<file path="src/sv/pfa_pkg.sv">
// Package for the partition fit allocator: sizes, result and mode codes,
// fit policy codes and the sequencer state type. No dependencies.
`default_nettype none
package pfa_pkg;
   localparam int NumParts   = 8;
   localparam int QueueDepth = 8;
   localparam int PartW      = $clog2(NumParts);
   localparam int QueueW     = $clog2(QueueDepth);
   localparam int CountW     = $clog2(QueueDepth + 1);

   typedef enum logic [1:0] {
      MODE_LOAD = 2'd0,
      MODE_REQ  = 2'd1,
      MODE_TICK = 2'd2,
      MODE_NONE = 2'd3
   } mode_type;

   typedef enum logic [2:0] {
      KIND_LOADED  = 3'd0,
      KIND_GRANTED = 3'd1,
      KIND_QUEUED  = 3'd2,
      KIND_REJECT  = 3'd3,
      KIND_FULL    = 3'd4,
      KIND_TICK    = 3'd5
   } kind_type;

   localparam logic [1:0] POLICY_FIRST = 2'd0;
   localparam logic [1:0] POLICY_BEST  = 2'd1;
   localparam logic [1:0] POLICY_WORST = 2'd2;
   // The unused policy code behaves as first fit.
   localparam logic [1:0] POLICY_SPARE = 2'd3;

   typedef enum logic [2:0] {
      ST_IDLE,
      ST_EXPIRE,
      ST_SCAN,
      ST_EMIT,
      ST_TICKDONE
   } state_type;

   // Result of one search over the partition table.
   typedef struct packed {
      logic             found;
      logic [PartW-1:0] part;
      logic             fits_some;
   } pick_type;
endpackage
`default_nettype wire

</file>
<file path="src/sv/pfa_picker.sv">
// Shared partition search unit: picks a free partition under the fit policy.
// Depends on pfa_pkg.
`default_nettype none
module pfa_picker (
   input  wire logic [1:0]                                 policy,
   input  wire logic [15:0]                                size,
   input  wire logic [pfa_pkg::NumParts-1:0][15:0]         sizes,
   input  wire logic [pfa_pkg::NumParts-1:0]               busy,
   output pfa_pkg::pick_type                               pick
);
   always_comb begin
      logic found;
      logic [pfa_pkg::PartW-1:0] ch;
      logic fits;
      found = 1'b0;
      ch    = '0;
      fits  = 1'b0;
      for (int j = 0; j < pfa_pkg::NumParts; j++) begin
         if (sizes[j] >= size) fits = 1'b1;
         if (!busy[j] && sizes[j] >= size) begin
            if (!found) begin
               found = 1'b1;
               ch    = pfa_pkg::PartW'(j);
            end else if (policy == pfa_pkg::POLICY_BEST) begin
               if (sizes[j] < sizes[ch]) ch = pfa_pkg::PartW'(j);
            end else if (policy == pfa_pkg::POLICY_WORST) begin
               if (sizes[j] >= sizes[ch]) ch = pfa_pkg::PartW'(j);
            end
         end
      end
      pick.found     = found;
      pick.part      = ch;
      pick.fits_some = fits;
   end
endmodule
`default_nettype wire

</file>
<file path="src/sv/partition_fit_allocator_top.sv">
// Top level of the partition fit allocator: table, queue and sequencer.
// Depends on pfa_pkg and pfa_picker.
//
//   channel   direction  handshake            payload
//   req_      in         req_valid/req_stall  mode, index, sizes, id, hold
//   rsp_      out        rsp_valid/rsp_stall  kind, id, part, time, last
//   csr_      in         csr_we               fit_policy
//
// A load or request passes the accept and emit states plus the output handshake. A
// tick takes an expiry step, then one search step per waiting request using the shared
// picker (a grant is loaded into the result register in the same cycle as its search),
// a closing step and a step for the tick-done result.
// Reset is synchronous and clears the table flags, counters and policy.
// A stalled result holds back the next grant or tick-done result.
// The block takes a new request only when idle and its result register is free.
`default_nettype none
module partition_fit_allocator_top (
   input  wire logic        clock,
   input  wire logic        reset,
   input  wire logic        req_valid,
   output logic             req_stall,
   input  wire logic [1:0]  req_mode,
   input  wire logic [2:0]  req_part_index,
   input  wire logic [15:0] req_part_size,
   input  wire logic [7:0]  req_req_id,
   input  wire logic [15:0] req_req_size,
   input  wire logic [15:0] req_hold_time,
   output logic             rsp_valid,
   input  wire logic        rsp_stall,
   output logic [2:0]       rsp_kind,
   output logic [7:0]       rsp_out_id,
   output logic [2:0]       rsp_granted_part,
   output logic [31:0]      rsp_grant_time,
   output logic             rsp_last,
   input  wire logic        csr_we,
   input  wire logic [1:0]  csr_fit_policy
);
   localparam int NP = pfa_pkg::NumParts;
   localparam int QD = pfa_pkg::QueueDepth;
   localparam int QueueWX = (pfa_pkg::QueueW < 1) ? 1 : pfa_pkg::QueueW;

   logic [1:0]                  policy_ff;
   logic [NP-1:0][15:0]         sizes_ff;
   logic [NP-1:0]               busy_ff;
   logic [NP-1:0][31:0]         release_ff;
   logic [31:0]                 now_ff;
   logic [QD-1:0][7:0]          qid_ff;
   logic [QD-1:0][15:0]         qsize_ff;
   logic [QD-1:0][15:0]         qhold_ff;
   logic [pfa_pkg::CountW-1:0]  count_ff;
   // Scan position and write-back position inside the queue during a tick.
   logic [pfa_pkg::CountW-1:0]  scan_ff, keep_ff, grants_ff;
   pfa_pkg::state_type          state_ff, state_in;

   // Latched request, feeding the shared picker outside of a tick.
   logic [1:0]  mode_ff;
   logic [2:0]  pidx_ff;
   logic [15:0] psize_ff, rsize_ff, hold_ff;
   logic [7:0]  id_ff;

   logic                rvalid_ff, rlast_ff;
   logic [2:0]          rkind_ff, rpart_ff;
   logic [7:0]          rid_ff;
   logic [31:0]         rtime_ff;

   logic [15:0]         pick_size;
   pfa_pkg::pick_type   pick;
   logic [QueueWX-1:0]  scan_idx;

   // Time since each partition's release point; a clear top bit means it is reached.
   logic [NP-1:0][31:0] age;
   logic [NP-1:0]       expired;

   logic out_free, accept, rsp_load;
   assign out_free  = !rvalid_ff || !rsp_stall;
   assign req_stall = (state_ff != pfa_pkg::ST_IDLE) || rvalid_ff;
   assign accept    = req_valid && !req_stall;
   assign scan_idx  = scan_ff[QueueWX-1:0];

   // A new result enters the output register this cycle.
   assign rsp_load = out_free &&
                     ((state_ff == pfa_pkg::ST_EMIT) || (state_ff == pfa_pkg::ST_TICKDONE) ||
                      ((state_ff == pfa_pkg::ST_SCAN) && (scan_ff < count_ff) &&
                       pick.found && (32'(grants_ff) < 8)));

   always_comb begin
      for (int j = 0; j < NP; j++) begin
         age[j]     = now_ff - release_ff[j];
         expired[j] = busy_ff[j] && !age[j][31];
      end
   end

   always_comb begin
      if (state_ff == pfa_pkg::ST_SCAN) pick_size = qsize_ff[scan_idx];
      else                               pick_size = rsize_ff;
   end

   pfa_picker u_picker (
      .policy (policy_ff),
      .size   (pick_size),
      .sizes  (sizes_ff),
      .busy   (busy_ff),
      .pick   (pick)
   );

   // Next state.
   always_comb begin
      state_in = state_ff;
      unique case (state_ff)
         pfa_pkg::ST_IDLE: begin
            if (accept) begin
               if (req_mode == pfa_pkg::MODE_TICK) state_in = pfa_pkg::ST_EXPIRE;
               else if (req_mode != pfa_pkg::MODE_NONE) state_in = pfa_pkg::ST_EMIT;
            end
         end
         pfa_pkg::ST_EMIT:     if (out_free) state_in = pfa_pkg::ST_IDLE;
         pfa_pkg::ST_EXPIRE:   state_in = pfa_pkg::ST_SCAN;
         pfa_pkg::ST_SCAN: begin
            if (scan_ff >= count_ff) state_in = pfa_pkg::ST_TICKDONE;
         end
         pfa_pkg::ST_TICKDONE: if (out_free) state_in = pfa_pkg::ST_IDLE;
         default:              state_in = pfa_pkg::ST_IDLE;
      endcase
   end

   always_ff @(posedge clock) begin
      if (reset) begin
         state_ff  <= pfa_pkg::ST_IDLE;
         policy_ff <= '0;
         sizes_ff  <= '0;
         busy_ff   <= '0;
         now_ff    <= '0;
         count_ff  <= '0;
         rvalid_ff <= 1'b0;
         scan_ff   <= '0;
         keep_ff   <= '0;
         grants_ff <= '0;
      end else begin
         state_ff <= state_in;
         if (csr_we) policy_ff <= csr_fit_policy;
         if (rsp_load) rvalid_ff <= 1'b1;
         else if (!rsp_stall) rvalid_ff <= 1'b0;
         unique case (state_ff)
            pfa_pkg::ST_IDLE: begin
               if (accept) begin
                  mode_ff  <= req_mode;
                  pidx_ff  <= req_part_index;
                  psize_ff <= req_part_size;
                  id_ff    <= req_req_id;
                  rsize_ff <= req_req_size;
                  hold_ff  <= req_hold_time;
                  if (req_mode == pfa_pkg::MODE_TICK) now_ff <= now_ff + 32'd1;
               end
            end
            pfa_pkg::ST_EMIT: begin
               if (out_free) begin
                  rlast_ff  <= 1'b1;
                  rtime_ff  <= now_ff;
                  if (mode_ff == pfa_pkg::MODE_LOAD) begin
                     if (32'(pidx_ff) < NP) sizes_ff[pidx_ff[pfa_pkg::PartW-1:0]] <= psize_ff;
                     rkind_ff <= pfa_pkg::KIND_LOADED;
                     rid_ff   <= '0;
                     rpart_ff <= pidx_ff;
                  end else begin
                     rid_ff   <= id_ff;
                     rpart_ff <= '0;
                     if (!pick.fits_some) begin
                        rkind_ff <= pfa_pkg::KIND_REJECT;
                     end else if (pick.found) begin
                        rkind_ff <= pfa_pkg::KIND_GRANTED;
                        rpart_ff <= 3'(pick.part);
                        busy_ff[pick.part]    <= 1'b1;
                        release_ff[pick.part] <= now_ff + 32'(hold_ff);
                     end else if (32'(count_ff) >= QD) begin
                        rkind_ff <= pfa_pkg::KIND_FULL;
                     end else begin
                        rkind_ff <= pfa_pkg::KIND_QUEUED;
                        qid_ff[count_ff[QueueWX-1:0]]   <= id_ff;
                        qsize_ff[count_ff[QueueWX-1:0]] <= rsize_ff;
                        qhold_ff[count_ff[QueueWX-1:0]] <= hold_ff;
                        count_ff <= count_ff + 1'b1;
                     end
                  end
               end
            end
            pfa_pkg::ST_EXPIRE: begin
               busy_ff   <= busy_ff & ~expired;
               scan_ff   <= '0;
               keep_ff   <= '0;
               grants_ff <= '0;
            end
            pfa_pkg::ST_SCAN: begin
               if (scan_ff < count_ff) begin
                  if (pick.found && 32'(grants_ff) < 8) begin
                     // A grant needs the output register; wait otherwise.
                     if (out_free) begin
                        busy_ff[pick.part]    <= 1'b1;
                        release_ff[pick.part] <= now_ff + 32'(qhold_ff[scan_idx]);
                        rlast_ff  <= 1'b0;
                        rkind_ff  <= pfa_pkg::KIND_GRANTED;
                        rid_ff    <= qid_ff[scan_idx];
                        rpart_ff  <= 3'(pick.part);
                        rtime_ff  <= now_ff;
                        grants_ff <= grants_ff + 1'b1;
                        scan_ff   <= scan_ff + 1'b1;
                     end
                  end else begin
                     qid_ff[keep_ff[QueueWX-1:0]]   <= qid_ff[scan_idx];
                     qsize_ff[keep_ff[QueueWX-1:0]] <= qsize_ff[scan_idx];
                     qhold_ff[keep_ff[QueueWX-1:0]] <= qhold_ff[scan_idx];
                     keep_ff <= keep_ff + 1'b1;
                     scan_ff <= scan_ff + 1'b1;
                  end
               end else begin
                  count_ff <= keep_ff;
               end
            end
            pfa_pkg::ST_TICKDONE: begin
               if (out_free) begin
                  rlast_ff  <= 1'b1;
                  rkind_ff  <= pfa_pkg::KIND_TICK;
                  rid_ff    <= '0;
                  rpart_ff  <= '0;
                  rtime_ff  <= now_ff;
               end
            end
            default: ;
         endcase
      end
   end

   assign rsp_valid        = rvalid_ff;
   assign rsp_kind         = rkind_ff;
   assign rsp_out_id       = rid_ff;
   assign rsp_granted_part = rpart_ff;
   assign rsp_grant_time   = rtime_ff;
   assign rsp_last         = rlast_ff;

   assert property (@(posedge clock) disable iff (reset)
      count_ff <= pfa_pkg::CountW'(QD)) else $error("queue count overflow");
   assert property (@(posedge clock) disable iff (reset)
      keep_ff <= scan_ff) else $error("keep passed scan");
   assert property (@(posedge clock) disable iff (reset)
      accept |-> state_ff == pfa_pkg::ST_IDLE) else $error("accept while busy");
   assert property (@(posedge clock) disable iff (reset)
      grants_ff <= pfa_pkg::CountW'(QD)) else $error("too many grants");
endmodule
`default_nettype wire
</file>
<file path="config.mk">
export PLATFORM = sky130hd
export DESIGN_NAME = partition_fit_allocator_top
export DESIGN_NICKNAME = d
export VERILOG_FILES = /design/src/sv/pfa_pkg.sv /design/src/sv/pfa_picker.sv /design/src/sv/partition_fit_allocator_top.sv
export SDC_FILE = /design/constraint.sdc
export NUM_CORES = 2
export LEC_CHECK = 0
export BUFFER_PORTS_ARGS = -buffer_cell sky130_fd_sc_hd__buf_2
export CAP_MARGIN = 10
export CORE_MARGIN = 2
export CORE_UTILIZATION = 45
export DETAILED_ROUTE_END_ITERATION = 10
export PLACE_DENSITY = 0.68
export SLEW_MARGIN = 30
export SYNTH_ARGS = -nofsm -noshare
export SYNTH_HDL_FRONTEND = slang
export SYNTH_SLANG_ARGS = --single-unit
</file>
<file path="constraint.sdc">
create_clock -name clock -period 34.9 [get_ports clock]
set_clock_uncertainty 0.15 [all_clocks]
set_input_delay 3.49 -clock clock [delete_from_list [all_inputs] [get_ports clock]]
set_output_delay 3.49 -clock clock [all_outputs]
set_load 0.01 [all_outputs]
</file>
After elaboration in Yosys (flattened, before gate mapping):

Cells that the tools add are included.

* bits in registers: 874
* input port bits: 68
* output and inout port bits: 49
* logic and storage cells: 418

* $add $sub $neg: 15
* $lt $le $gt $ge: 41
* equality and inequality tests: 26
* multiplexer cells: 200
* bitwise gates (word level): 4
* reductions and logical operators: 72

Operator list (number)
* two-way mux 128 bit: 14
* two-way mux 256 bit: 7
* bitwise mux 128 bit: 5
* bitwise mux 256 bit: 2
* case mux 128 bit (2 select lines): 2
* case mux 256 bit (2 select lines): 1
* two-way mux 64 bit: 7
* binary-select mux 16 bit (select 3 bit): 8
* subtractor 32 bit: 8
* >= comparator 16 bit: 15
* two-way mux 16 bit: 12
* two-way mux 3 bit: 61
* demux 16 bit (select 3 bit): 3
* bitwise mux 64 bit: 2
* two-way mux 32 bit: 4
* two-way mux 8 bit: 16
* case mux 64 bit (2 select lines): 1
* less-than comparator 16 bit: 7
* demux 32 bit (select 3 bit): 1
* adder 32 x 16 -> 32 bit: 2
* case mux 32 bit (2 select lines): 1
* two-way mux 4 bit: 14
* demux 8 bit (select 3 bit): 2
* case mux 8 bit (3 select lines): 2
* other kinds (41): 161

Logic depth before layout (Yosys ltp):

* depth in word-level cells: 66
* gate-level depth with buffers: 98

Hierarchy:

A second synthesis with hierarchy kept.

* cells, all modules: 4934
* area, all modules: 51620.8 um^2

Modules (own cells, without submodules)
* partition_fit_allocator_top: instances 1, cells an instance 3838, area an instance 43409.1 um^2, sequential area each 24343.3 um^2
* pfa_picker: instances 1, cells an instance 1096, area an instance 8211.6 um^2, sequential area each 0.0 um^2

Worst setup path before layout:

Ideal clock, no wire load.

* path kind: register to register
* from: reg scan_ff[0] (netlist bit)
* to: reg release_ff[128] (netlist bit), enable pin
* data arrival time: 20788 ps
* data required time: 34329 ps
* path slack: 13541 ps
* stages on the path, launching flop included: 88
* clock period less this slack: 21359 ps
* cells stage by stage: dfxtp_1 clkbuf_1 buf_1 mux4_2 mux2i_1 o21ai_0 ha_1 nand2b_4 a2111oi_2 o31ai_1 a211o_1 o311ai_1 or2_2 and2_1 clkbuf_1 buf_1 buf_2 a21oi_1 [... 52 more ...] a31o_2 a21oi_1 or3b_1 buf_4 buf_1 a311oi_1 a21oi_1 ha_1 nor2b_1 o21a_1 o21a_1 o211ai_1 a31oi_1 o31ai_4 clkbuf_1 nand4_1 buf_2 nor2_1

* longest elaborated chain between the ends: 16

RTL lines
* start: declaration: RTL line partition_fit_allocator_top.sv:52 `logic [pfa_pkg::CountW-1:0] scan_ff, keep_ff, grants_ff;`
* start signal: assignment: RTL line partition_fit_allocator_top.sv:205 `scan_ff <= scan_ff + 1'b1;`
* start signal: assignment: RTL line partition_fit_allocator_top.sv:212 `scan_ff <= scan_ff + 1'b1;`
* binary-select mux 16 bit (select 3 bit): RTL line partition_fit_allocator_top.sv:94 `if (state_ff == pfa_pkg::ST_SCAN) pick_size = qsize_ff[scan_idx];`
* two-way mux 16 bit (implied by the code): RTL line partition_fit_allocator_top.sv:94
* two-way mux 16 bit: RTL line partition_fit_allocator_top.sv:94
* >= comparator 16 bit: RTL line pfa_picker.sv:19, pfa_picker.sv:20
* logical AND 1 bit: RTL line pfa_picker.sv:20 `if (!busy[j] && sizes[j] >= size) begin`
* two-way mux 1 bit (8 in a row): RTL line pfa_picker.sv:20
* logical AND 1 bit: RTL line partition_fit_allocator_top.sv:194 `if (pick.found && 32'(grants_ff) < 8) begin`
* != test 2 x 1 -> 1 bit (no source line)
* AND reduction 9 bit (no source line) *
* end signal: indexed assignment: RTL line partition_fit_allocator_top.sv:173 `release_ff[pick.part] <= now_ff + 32'(hold_ff);`
* end signal: indexed assignment: RTL line partition_fit_allocator_top.sv:198 `release_ff[pick.part] <= now_ff + 32'(qhold_ff[scan_idx]);`
* end: declaration: RTL line partition_fit_allocator_top.sv:45 `logic [NP-1:0][31:0] release_ff;`

Every way passes the cells marked *; elsewhere a longest branch is shown, timed or not. The select of a mux whose other input is x is not followed.
A chain may end at the register's enable or synchronous reset.

Worst setup path in the final report:

* from: reg scan_ff[0] (netlist bit)
* to: reg release_ff[119] (netlist bit), enable pin

Same word-level chain as after synthesis.

==> impl_metrics.csv <==
group,metric,value,unit
power,p_clk_share,41.0,%
sta,maxSlewViolCount,0,
synth,synth_nets,5432,
synth,synth_warnings,0,
critical_path,cp.buffers_inverters,5,
placed_design,placed_cell_area,53500,um^2
synth,avgSynthCellArea,10.5,um^2
critical_path,critPathKind,"reg2reg",
layout,fin_nets,5486,
global_route,grt_use_met1,39.3,%
sta,finalCritPeriodShare,73.7,%
die,num_io_pins,117,
power,power_density,43.8,nW/um^2
synth,synth_enable_flop_cells,684,
layout,areaGrowthSynthToFinish,11.4,%
critical_path,crit_slowest_cell,"nor2_4",
sta,fmax,38.9,MHz
clocking,cts_root_buf,"clkbuf_16",
layout,drive_gt1_share,10.8,%
sta,worst_slew_margin_rel,28.0,%
sta,finalSetupTns,0,ps
synth,synth_ff_type,"edfxtp_1",
detailed_routing,drc,0,
clocking,cts_tree,"yes",
global_route,busiest_layer,"met2",
global_route,met3_usage,5.21,%
power,p_total,0.00249,W
clocking,numClockSinks,874,
global_route,grt_overflow,0,
power,combPwrFrac,11.7,%
critical_path,critPathRequiredTime,35030,ps
synth,synth_top_area_share,40.3,%
clocking,numCtsBuffers,95,
synth,synthCells,4840,
layout,final_common_cell,"edfxtp_1",
detailed_routing,vias,40175,
synth,synthTopCellsByArea,"edfxtp_1 (40%), ha_1 (13%), dfxtp_1 (7.5%)",
die,die_x,341,um
clocking,hold_buffers,0,
critical_path,cp_top_family,"compound AO/OA/AOI/OAI gates",
die,dieArea,116000,um^2
worst_hold_path,hp-class,"reg2reg",
sta,tightest_slew,1070,ps
clocking,ctsResizeCount,0,
die,start_util,45.4,%
die,dieHeight,341,um
detailed_routing,wirelength,170000,um
global_route,grt_pass1_vias,38828,
global_route,grt_max_degree,147,
global_route,grt_pass1_wl,251000,um
placed_design,hpwl,113000,um
synth,yosysUniqueCellTypes,96,
sta,fin_crit,25710,ps
detailed_routing,ant_nets,0,
die,coreArea,112000,um^2
sta,setup_viol,0,
detailed_routing,firstDrtPassIters,6,
synth,netlist_area,51000,um^2
synth,yosysTopAreaCell,"edfxtp_1",
synth,ys_ff_latch,874,
power,seq_power_share,47.4,%
sta,rsz0062_at_grt,"false",
global_route,grt_antenna_before_repair,1,
global_route,grt_usage,28.8,%
job,cap_violations,0,
power,power.switching,0.000685,W
die,rows,123,
power,ir_worst_vdd,0.0464,mV
run_status,status,"completed",
placed_design,gp_congestion,1.03,
detailed_routing,drt-vias-per-instance,6.20,
clocking,post_cts_buffers,0,
placed_design,numPortBuffers,116,
global_route,use_met2,44.4,%
layout,final.fill_count,10005,
clocking,clk_pin_slew,60,ps
detailed_routing,wl_per_cell,26.2,um
power,p_leak,23.2,nW
synth,postSynth.asyncResetShare,0,%
power,sw_frac_of_total,27.5,%
clocking,cts_max_level,3,
layout,stdcell_area,56800,um^2
critical_path,critPathMaxStageDelay,1020,ps
clocking,clk_latency,720,ps
power,p_int,0.00180,W
clocking,clockBufferDepth,3,
detailed_routing,drtIter0Drc,4597,
layout,final_cell_mix,"edfxtp_1 (684), ha_1 (522), nor2_1 (493)",
critical_path,cp-start-kind,"register",
critical_path,cp.arrival,25830,ps
critical_path,crit_path_end_kind,"register",
sta,finalHoldViolCount,0,
critical_path,worstPathMaxFanout,37,
synth,synth-seq-area-share,47.8,%
## final timing paths
kind / startpoint / to / slack, ps / cells after the start
worst min register to register: sizes_ff[96] / sizes_ff[96] / 310 / 2
worst max register to register: scan_ff[0] / release_ff[119] / 9190 / 78
worst min-delay path: sizes_ff[96] / sizes_ff[96] / 310 / 2
worst max-delay path: scan_ff[0] / release_ff[119] / 9190 / 78
## registers in the layout, indices dropped and copies added, names as in the netlist, 16 cells and up
name and count:
rsp_grant_time 32, sizes_ff 128, release_ff 256, qhold_ff 128, qsize_ff 128, now_ff 32, psize_ff 16, rsize_ff 16
qid_ff 64, hold_ff 16
## power groups by stage
stage          registers [W]  logic (W)  clock network (W)
2_1_floorplan        0.00118   0.000178                  0
3_3_place_gp         0.00120   0.000278                  0
3_5_place_dp         0.00120   0.000284                  0
4_1_cts              0.00118   0.000285            0.00103
5_1_grt              0.00118   0.000311            0.00107
6_report             0.00118   0.000290            0.00102
## metrics by stage
stage / setup slack, ps / hold slack [ps] / cells / utilization [%]
floorplan: 13540 / 256 / 4840 / -
global placement: 9980 / 294 / 6290 / 47.5
detailed placement: 9620 / 305 / 6295 / 47.6
CTS: 9490 / 313 / 6474 / 50.5
global route: 7520 / 331 / 6476 / 50.5
finish: 9190 / 312 / 6477 / 50.5
## cell type report
class	instances	area [um^2]	area share (%)
diodes	1	2.50	0.00441
clock buffers	122	2530	4.46
flip-flops and latches	874	24400	42.9
multi-input cells	3398	24800	43.7
repair buffers	201	1380	2.43
well taps	1500	1880	3.31
inverters	324	1220	2.14
clock inverters	57	631	1.11
## metal layers
layer	routed length (um)	share of wire, %
met4	8980	5.3
met1	70300	41
met3	15200	8.9
met5	0	0
met2	75500	44
## cells in the mapped netlist (6+ instances only)
library cell and number:
edfxtp_1 684, a21oi_1 311, nand2_1 443, nand4_1 93, o21ai_1 11, o22ai_1 270
o31a_1 7, nor3_1 33, buf_1 22, a211oi_1 38, o21bai_1 7, mux2i_1 152
buf_2 38, o21ai_0 209, inv_1 322, dfxtp_1 190, xor2_1 44, and3_1 31
nand3_1 66, nand2b_1 45, nor2b_1 41, and2_1 11, o21a_1 48, a311oi_1 8
a21boi_0 6, a221oi_1 14, xnor2_1 39, a311o_1 7, a211o_1 13, nor2_1 509
a31oi_1 17, and4_1 9, ha_1 522, mux2_2 6, clkbuf_1 178, a21o_1 124
or2_2 10, or3_1 11, o31ai_1 9, o211ai_1 21, nor4_1 15, a2111oi_0 7
mux4_2 80
## cells by family after synthesis
family | Yosys count | share of synthesized area, %
AO/OA/AOI/OAI | 1208 | 15.1
XOR/XNOR | 83 | 1.43
adder cells (fa/ha/maj) | 524 | 12.9
buffers and inverters | 568 | 4.34
flip-flops | 874 | 47.8
multiplexers | 238 | 6.65
AND/OR/NAND/NOR | 1345 | 11.8
## tightest hold or removal path: stages (launching register included)
cell     delay (ps)
dfxtp_1         310
nand2_1          50
a21oi_1          50
(Power assumes the default switching activity.)
